$ cat src/hw/rtl/pcenc_pkg.sv
// ----------------------------------------------------------------------------
// pcenc_pkg
// Shared constants, types and the in-word butterfly network of the polar
// encoder.
// ----------------------------------------------------------------------------
package pcenc_pkg;

	localparam int WORD_BITS   = 32;
	localparam int WORD_LOG    = 5;
	localparam int SIZE_W      = 4;
	localparam int MAX_LOG_DEF = 10;

	// Word read for output is in flight
	typedef struct packed {
		logic valid;
		logic last;
	} emit_t;

	// Polar stages that stay inside one word (sub-blocks of 2..32 bits), then
	// zero the bits at and above N for short blocks.
	function automatic logic [WORD_BITS-1:0] xform_word(
		input logic [WORD_BITS-1:0] w,
		input logic [SIZE_W-1:0]    slog
	);
		logic [WORD_BITS-1:0] r;
		logic [WORD_BITS-1:0] one;
		r   = w;
		one = WORD_BITS'(1);
		for (int s = 0; s < WORD_LOG; s++) begin
			if (SIZE_W'(s) < slog) begin
				for (int i = 0; i < WORD_BITS; i++) begin
					if (!i[s]) begin
						r[i] = r[i] ^ r[i + (1 << s)];
					end
				end
			end
		end
		if (slog < SIZE_W'(WORD_LOG)) begin
			r = r & ((one << (one << slog)) - one);
		end
		return r;
	endfunction

endpackage

$ cat src/hw/rtl/pcenc_ram.sv
// ----------------------------------------------------------------------------
// pcenc_ram
// Generic RAM: one write port, two read ports, registered read data.
// ----------------------------------------------------------------------------
module pcenc_ram #(
	parameter int WIDTH = 32,
	parameter int DEPTH = 32
) (
	input  logic                     clk,
	input  logic                     we,
	input  logic [$clog2(DEPTH)-1:0] waddr,
	input  logic [WIDTH-1:0]         wdata,
	input  logic [$clog2(DEPTH)-1:0] raddr_a,
	input  logic [$clog2(DEPTH)-1:0] raddr_b,
	output logic [WIDTH-1:0]         rdata_a,
	output logic [WIDTH-1:0]         rdata_b
);

	logic [WIDTH-1:0] mem_q [DEPTH];

	always_ff @(posedge clk) begin
		if (we) begin
			mem_q[waddr] <= wdata;
		end
		rdata_a <= mem_q[raddr_a];
		rdata_b <= mem_q[raddr_b];
	end

endmodule

$ cat src/hw/rtl/pcenc_out.sv
// ----------------------------------------------------------------------------
// pcenc_out
// Output stage: finishes the in-word polar stages and registers the result.
// ----------------------------------------------------------------------------
module pcenc_out (
	input  logic                                 clk,
	input  logic                                 arst_n,
	input  pcenc_pkg::emit_t                     emit,
	input  logic [pcenc_pkg::SIZE_W-1:0]         slog,
	input  logic [pcenc_pkg::WORD_BITS-1:0]      rdata,
	output logic                                 code_valid,
	output logic [pcenc_pkg::WORD_BITS-1:0]      code_word,
	output logic                                 last_word
);

	logic                               valid_q;
	logic                               last_q;
	logic [pcenc_pkg::WORD_BITS-1:0]    word_q;

	always_ff @(posedge clk or negedge arst_n) begin
		if (!arst_n) begin
			valid_q <= 1'b0;
		end else begin
			valid_q <= emit.valid;
		end
	end

	always_ff @(posedge clk) begin
		if (emit.valid) begin
			word_q <= pcenc_pkg::xform_word(rdata, slog);
			last_q <= emit.last;
		end
	end

	assign code_valid = valid_q;
	assign code_word  = word_q;
	assign last_word  = last_q;

endmodule

$ cat src/hw/rtl/polar_code_encoder.sv
// ----------------------------------------------------------------------------
// polar_code_encoder
// Natural-order polar transform over a block of N = 2^size_log bits.
// ----------------------------------------------------------------------------
// Words are loaded one per cycle while busy is low; a load that does not
// finish a block leaves busy low. After the final word of a block, busy rises
// and one shared XOR unit on a dual-read RAM runs the stages that span words:
// for n = size_log > 5 that is (n-5) passes of N/64 word updates, each pass
// followed by a drain state, then N/32 reads out, one word a cycle, through
// the registered RAM read and the output register. Blocks of 32 bits or less
// go straight to the readout. Each code word shows on code_word for one cycle
// with code_valid; the receiver cannot stall, and the next load may start in
// the cycle of the last word. A word counter sets the block boundary; size_log
// writes are accepted at any time and are meant for idle periods.
// ----------------------------------------------------------------------------
module polar_code_encoder #(
	parameter int MAX_LOG = pcenc_pkg::MAX_LOG_DEF
) (
	input  logic                              clk,
	input  logic                              arst_n,
	input  logic                              start,
	output logic                              busy,
	input  logic [pcenc_pkg::WORD_BITS-1:0]   data_word,
	input  logic                              cfg_valid,
	output logic                              cfg_ready,
	input  logic [pcenc_pkg::SIZE_W-1:0]      size_log,
	output logic                              code_valid,
	output logic [pcenc_pkg::WORD_BITS-1:0]   code_word,
	output logic                              last_word
);

	localparam int MAX_WORDS = (1 << MAX_LOG) / pcenc_pkg::WORD_BITS;
	localparam int AW        = (MAX_WORDS > 1) ? $clog2(MAX_WORDS) : 1;
	localparam int DEPTH     = 1 << AW;
	localparam int CW        = $clog2(MAX_WORDS + 1);
	localparam int SW        = pcenc_pkg::SIZE_W;

	typedef enum logic [4:0] {
		ST_IDLE  = 5'b00001,
		ST_XOR   = 5'b00010,
		ST_DRAIN = 5'b00100,
		ST_EMIT  = 5'b01000,
		ST_FLUSH = 5'b10000
	} state_t;

	state_t              state_q;
	logic [SW-1:0]       size_log_q;
	logic [CW-1:0]       words_loaded_q;
	logic [SW-1:0]       nw_log_q;
	logic [SW-1:0]       slog_q;
	logic [SW-1:0]       st_q;
	logic [AW-1:0]       k_q;
	logic [AW-1:0]       w_q;
	logic                wr_s1;
	logic [AW-1:0]       wa_s1;
	pcenc_pkg::emit_t    emit_s1;

	logic                accept;
	logic                room;
	logic [SW-1:0]       nw_log;
	logic [CW-1:0]       count_nxt;
	logic                complete;
	logic [AW-1:0]       nwm1;
	logic [AW-1:0]       ops_m1;
	logic [AW-1:0]       half;
	logic [AW-1:0]       lo_mask;
	logic [AW-1:0]       addr_a;
	logic [AW-1:0]       addr_b;
	logic                ram_we;
	logic [AW-1:0]       ram_waddr;
	logic [pcenc_pkg::WORD_BITS-1:0] ram_wdata;
	logic [AW-1:0]       ram_raddr_a;
	logic [pcenc_pkg::WORD_BITS-1:0] rd_a;
	logic [pcenc_pkg::WORD_BITS-1:0] rd_b;

	assign busy      = (state_q != ST_IDLE);
	assign cfg_ready = 1'b1;
	assign accept    = start && !busy;
	assign room      = (words_loaded_q < CW'(MAX_WORDS));

	always_comb begin
		nw_log    = (size_log_q > SW'(pcenc_pkg::WORD_LOG)) ?
		            size_log_q - SW'(pcenc_pkg::WORD_LOG) : '0;
		count_nxt = words_loaded_q + CW'(room);
		complete  = (count_nxt >= (CW'(1) << nw_log));
		nwm1      = AW'((CW'(1) << nw_log_q) - CW'(1));
		ops_m1    = nwm1 >> 1;
		// butterfly pair: insert a zero at bit st into the op index
		half      = AW'(1) << st_q;
		lo_mask   = half - AW'(1);
		addr_a    = ((k_q & ~lo_mask) << 1) | (k_q & lo_mask);
		addr_b    = addr_a | half;
	end

	// one writer at a time: loads only in idle, XOR write-back only while busy
	always_comb begin
		ram_we      = wr_s1 || (accept && room);
		ram_waddr   = wr_s1 ? wa_s1 : words_loaded_q[AW-1:0];
		ram_wdata   = wr_s1 ? (rd_a ^ rd_b) : data_word;
		ram_raddr_a = (state_q == ST_EMIT) ? w_q : addr_a;
	end

	always_ff @(posedge clk or negedge arst_n) begin
		if (!arst_n) begin
			size_log_q <= SW'(MAX_LOG);
		end else if (cfg_valid && cfg_ready) begin
			size_log_q <= (size_log > SW'(MAX_LOG)) ? SW'(MAX_LOG) : size_log;
		end
	end

	always_ff @(posedge clk or negedge arst_n) begin
		if (!arst_n) begin
			state_q        <= ST_IDLE;
			words_loaded_q <= '0;
			nw_log_q       <= '0;
			slog_q         <= '0;
			st_q           <= '0;
			k_q            <= '0;
			w_q            <= '0;
			wr_s1          <= 1'b0;
			wa_s1          <= '0;
			emit_s1        <= '0;
		end else begin
			wr_s1         <= 1'b0;
			emit_s1.valid <= 1'b0;
			unique case (state_q)
				ST_IDLE: begin
					if (accept) begin
						if (complete) begin
							words_loaded_q <= '0;
							nw_log_q       <= nw_log;
							slog_q         <= size_log_q;
							st_q           <= '0;
							k_q            <= '0;
							w_q            <= '0;
							state_q        <= (nw_log == '0) ? ST_EMIT : ST_XOR;
						end else begin
							words_loaded_q <= count_nxt;
						end
					end
				end
				ST_XOR: begin
					wr_s1 <= 1'b1;
					wa_s1 <= addr_a;
					if (k_q == ops_m1) begin
						k_q     <= '0;
						state_q <= ST_DRAIN;
					end else begin
						k_q <= k_q + AW'(1);
					end
				end
				ST_DRAIN: begin
					// last write of the pass lands here, before the next pass reads
					if (st_q == nw_log_q - SW'(1)) begin
						state_q <= ST_EMIT;
					end else begin
						st_q    <= st_q + SW'(1);
						state_q <= ST_XOR;
					end
				end
				ST_EMIT: begin
					emit_s1.valid <= 1'b1;
					emit_s1.last  <= (w_q == nwm1);
					if (w_q == nwm1) begin
						state_q <= ST_FLUSH;
					end else begin
						w_q <= w_q + AW'(1);
					end
				end
				ST_FLUSH: begin
					state_q <= ST_IDLE;
				end
				default: begin
					state_q <= ST_IDLE;
				end
			endcase
		end
	end

	pcenc_ram #(
		.WIDTH (pcenc_pkg::WORD_BITS),
		.DEPTH (DEPTH)
	) u_ram (
		.clk     (clk),
		.we      (ram_we),
		.waddr   (ram_waddr),
		.wdata   (ram_wdata),
		.raddr_a (ram_raddr_a),
		.raddr_b (addr_b),
		.rdata_a (rd_a),
		.rdata_b (rd_b)
	);

	pcenc_out u_out (
		.clk        (clk),
		.arst_n     (arst_n),
		.emit       (emit_s1),
		.slog       (slog_q),
		.rdata      (rd_a),
		.code_valid (code_valid),
		.code_word  (code_word),
		.last_word  (last_word)
	);

endmodule

$ cat config.mk
export PLATFORM = sky130hd
export DESIGN_NAME = polar_code_encoder
export DESIGN_NICKNAME = d
export VERILOG_FILES = /design/src/hw/rtl/pcenc_pkg.sv /design/src/hw/rtl/pcenc_ram.sv /design/src/hw/rtl/pcenc_out.sv /design/src/hw/rtl/polar_code_encoder.sv
export SDC_FILE = /design/constraint.sdc
export NUM_CORES = 2
export LEC_CHECK = 0
export BUFFER_PORTS_ARGS = -buffer_cell sky130_fd_sc_hd__buf_2
export CAP_MARGIN = 0
export CORE_MARGIN = 5
export CORE_UTILIZATION = 37
export DETAILED_ROUTE_END_ITERATION = 7
export MAX_ROUTING_LAYER = met4
export PLACE_DENSITY_LB_ADDON = 0.12
export RECOVER_POWER = 25
export REMOVE_ABC_BUFFERS = 1
export SETUP_SLACK_MARGIN = 0.3
export SKIP_CTS_REPAIR_TIMING = 1
export SLEW_MARGIN = 20
export SYNTH_ARGS = -nofsm -noshare
export SYNTH_HDL_FRONTEND = slang
export SYNTH_SLANG_ARGS = --single-unit
$ cat constraint.sdc
create_clock -name clk -period 4.6 [get_ports clk]
set_input_delay 0.69 -clock clk [delete_from_list [all_inputs] [get_ports clk]]
set_output_delay 0.69 -clock clk [all_outputs]
set_load 0.02 [all_outputs]
==> metrics.cfg <==
[clocking]
cts_tree = done
clock_path_buffers = 3
clk_pin_slew_ps = 60
htreeDepth = 4
cts_buffers = 137
clk_latency_ps = 780
cts_root_buffer = clkbuf_16
cts.sinks = 1167

[logic_synthesis]
synth_edf_count = 1057
synthDistinctLibCells = 71
ys_ff_latch = 1167
ys_seq_area_share_pct = 60.16
synthFlopType = edfxtp_1
netlist.area_leader.share_pct = 55.87
yosys.area.top_type = edfxtp_1
ys_top_cells_by_area = edfxtp_1, a211oi_1, mux4_2, nand2_1, and2_1
yosysWarnings = 0
synth_area_per_cell_um2 = 12.14
synth_area_um2 = 56810
synth_cells = 4679
async_flop_share_pct = 3.942

[sta]
final.setup.tns_ps = 0
final_max_slew_viol_count = 245
rsz0062_at_grt = no
finClkSkew_ps = 28.51
worst_pin_slew_ps = 2556
setup_slack_ps = 592.8
final-setup-viol-count = 0
fmaxAchievable_mhz = 249.6
min_period_ps = 4007
maxSlewHeadroom_pct = -70.41
period_share_pct = 87.11
hold_viol = 0

[die]
core_area_um2 = 152300
start_util_pct = 37.31
die_area_um2 = 161500
die_y_um = 401.8
ios = 76
fp.dieW_um = 401.8
row_count = 143

[min_path]
hp-class = input pin to flip-flop

[finish]
final_nets = 4753
final_common_cell = edfxtp_1
drive_gt1_share_pct = 16.27
syn_to_final_growth_pct = 15.90
layout_common_cells = edfxtp_1, nand2_1, a211oi_1

[critical_path]
slowest_stage = a221o_4
r2r_slack_ps = 590
startpoint_type = flip-flop
slowest_delay_ps = 830
crit_arrival_ps = 4680
worstSetupEndpointType = flip-flop
worstPathCellList = inv_1 -> ha_1 -> and2_2 -> inv_1 -> ha_1 -> a221o_4 -> buf_4 -> a211oi_1 -> a311oi_1 -> a211oi_1 -> nor4_1
critical_path_peak_fanout = 49
critical_path_class = flip-flop to flip-flop
worstPathRequired_ps = 5280

[grt]
grt_pass1_wl_mm = 298.8
met1_usage_pct = 35.93
grt_start_max_net_pins = 95
antenna_found_initial = 8
grt_pass1_vias = 40373
grt_usage_pct = 26.20
grtUsageMet3_pct = 4.641
grt_overflow = 0
grt.busiest_layer = met2
grt_use_met2_pct = 39.38

[flow_run]
max_cap_viol_count = 7

[pwr]
pwr-share-clk_pct = 28.1
total_leakage_power_uw = 0.02129
power_frac_comb_pct = 36.3
netSwitchingFraction_pct = 36.07
p_sw_uw = 14040
ir_worst_vdd_v = 0.0004090
seq_power_share_pct = 35.6
p_per_area_nw_per_um2 = 591.2
finalPower_uw = 38930
internal_power_uw = 24890

[run_status]
violations = capacitance limit, slew limit
status = finished with violations

[place]
dp_hpwl_mm = 117.2
gp_congestion = 0.8162
preCtsSetupSlack_ps = 397.8
portBuffers = 74

[drt]
wirelength_mm = 212.1
via_per_inst = 6.195
ant_nets = 0
drc = 0
wl_per_cell_um = 31.04
first_iter_violations = 5017
firstDrtPassIters = 6
route.vias.total = 42333

registers in the layout, summed over array words and instances (netlist names):
| register | cells |
|---|---|
| emit_s1 | 2 |
| k_q | 5 |
| nw_log_q | 4 |
| size_log_q | 4 |
| slog_q | 4 |
| st_q | 4 |
| state_q | 5 |
| u_out.code_valid | 1 |
| u_out.code_word | 32 |
| u_out.last_word | 1 |
| u_ram.mem_q | 1024 |
| u_ram.rdata_a | 32 |
| u_ram.rdata_b | 32 |
| w_q | 5 |
| wa_s1 | 5 |
| words_loaded_q | 6 |
| wr_s1 | 1 |
worst paths after layout:
| check | start | end | cells past startpoint |
|---|---|---|---|
| hold reg to reg | emit_s1[0] | u_out.last_word | 0 |
| hold / removal | size_log[3] | size_log_q[3] | 3 |
| setup reg to reg | st_q[0] | u_ram.rdata_b[16] | 11 |
| min in group asynchronous | arst_n | nw_log_q[3] | 2 |
| max in group asynchronous | arst_n | wr_s1 | 2 |
| setup / recovery | st_q[0] | u_ram.rdata_b[16] | 11 |
worst max-delay path: cells and delay by family (launching register included):
kind | cells | cell delay, ps
adders and majority gates | 2 | 720
DFF | 1 | 480
buffers and inverters | 3 | 700
and+or+nand+nor | 2 | 510
AOI/OAI and AO/OA | 4 | 1450
metal layers:
| layer | part of all wire (%) | wire length, um |
|---|---|---|
| met1 | 43 | 91810 |
| met2 | 45 | 94410 |
| met3 | 8.4 | 17830 |
| met4 | 3.8 | 8041 |
| met5 | 0 | 0 |
cell usage after synthesis (all sizes together), types with 99 or more instances:
library cell	count
edfxtp	1057
a311oi	128
and2	269
nand3	145
and3	99
o22ai	100
clkbuf	366
a211oi	421
o21ai	168
nor2	136
nand2	638
a31oi	227
mux4	128
a21oi	127
metrics by stage:
stage / hold slack, ps / area [um^2] / utilization, % / cells
floorplan: 394.4 / 55180 / - / 4254
global placement: 496.3 / 61300 / 40.26 / 6573
detailed placement: 496.7 / 61450 / 40.35 / 6574
CTS: 80.71 / 65900 / 43.28 / 6820
global route: 164.3 / 65840 / 43.24 / 6833
finish: 180.9 / 65840 / 43.24 / 6833
power groups by stage:
stage	logic, uW	clock network, uW	registers (uW)
2_1_floorplan	8150	0	13600
3_3_place_gp	14000	0	14000
3_5_place_dp	14100	0	14000
4_1_cts	14200	11100	13800
5_1_grt	15200	11500	13900
6_report	14100	10900	13900
logic make-up (layout without fill, tap and decap cells):
logic type               after synthesis  in the layout  share of synthesized area (%)
AO/OA/AOI/OAI                       1314           1314                          15.97
XOR/XNOR                             118            118                          1.940
adder cells (fa/ha/maj)               25             25                         0.5506
buffers and inverters                454            569                          3.070
flip-flops                          1167           1167                          60.16
multiplexers                         206            206                          6.609
other                                  1             10                       0.006601
AND/OR/NAND/NOR                     1394           1394                          11.70
final cells by class:
type	count	area, um^2
Fill cell	13956	86420
Timing Repair Buffer	295	2987
Multi-Input combinational cell	3059	21560
Clock inverter	61	634.4
Clock buffer	185	3816
Antenna cell	8	20.02
Sequential cell	1167	34180
Tap cell	2030	2540
Inverter	28	105.1
Note: power is estimated with default switching activity, not from simulation.
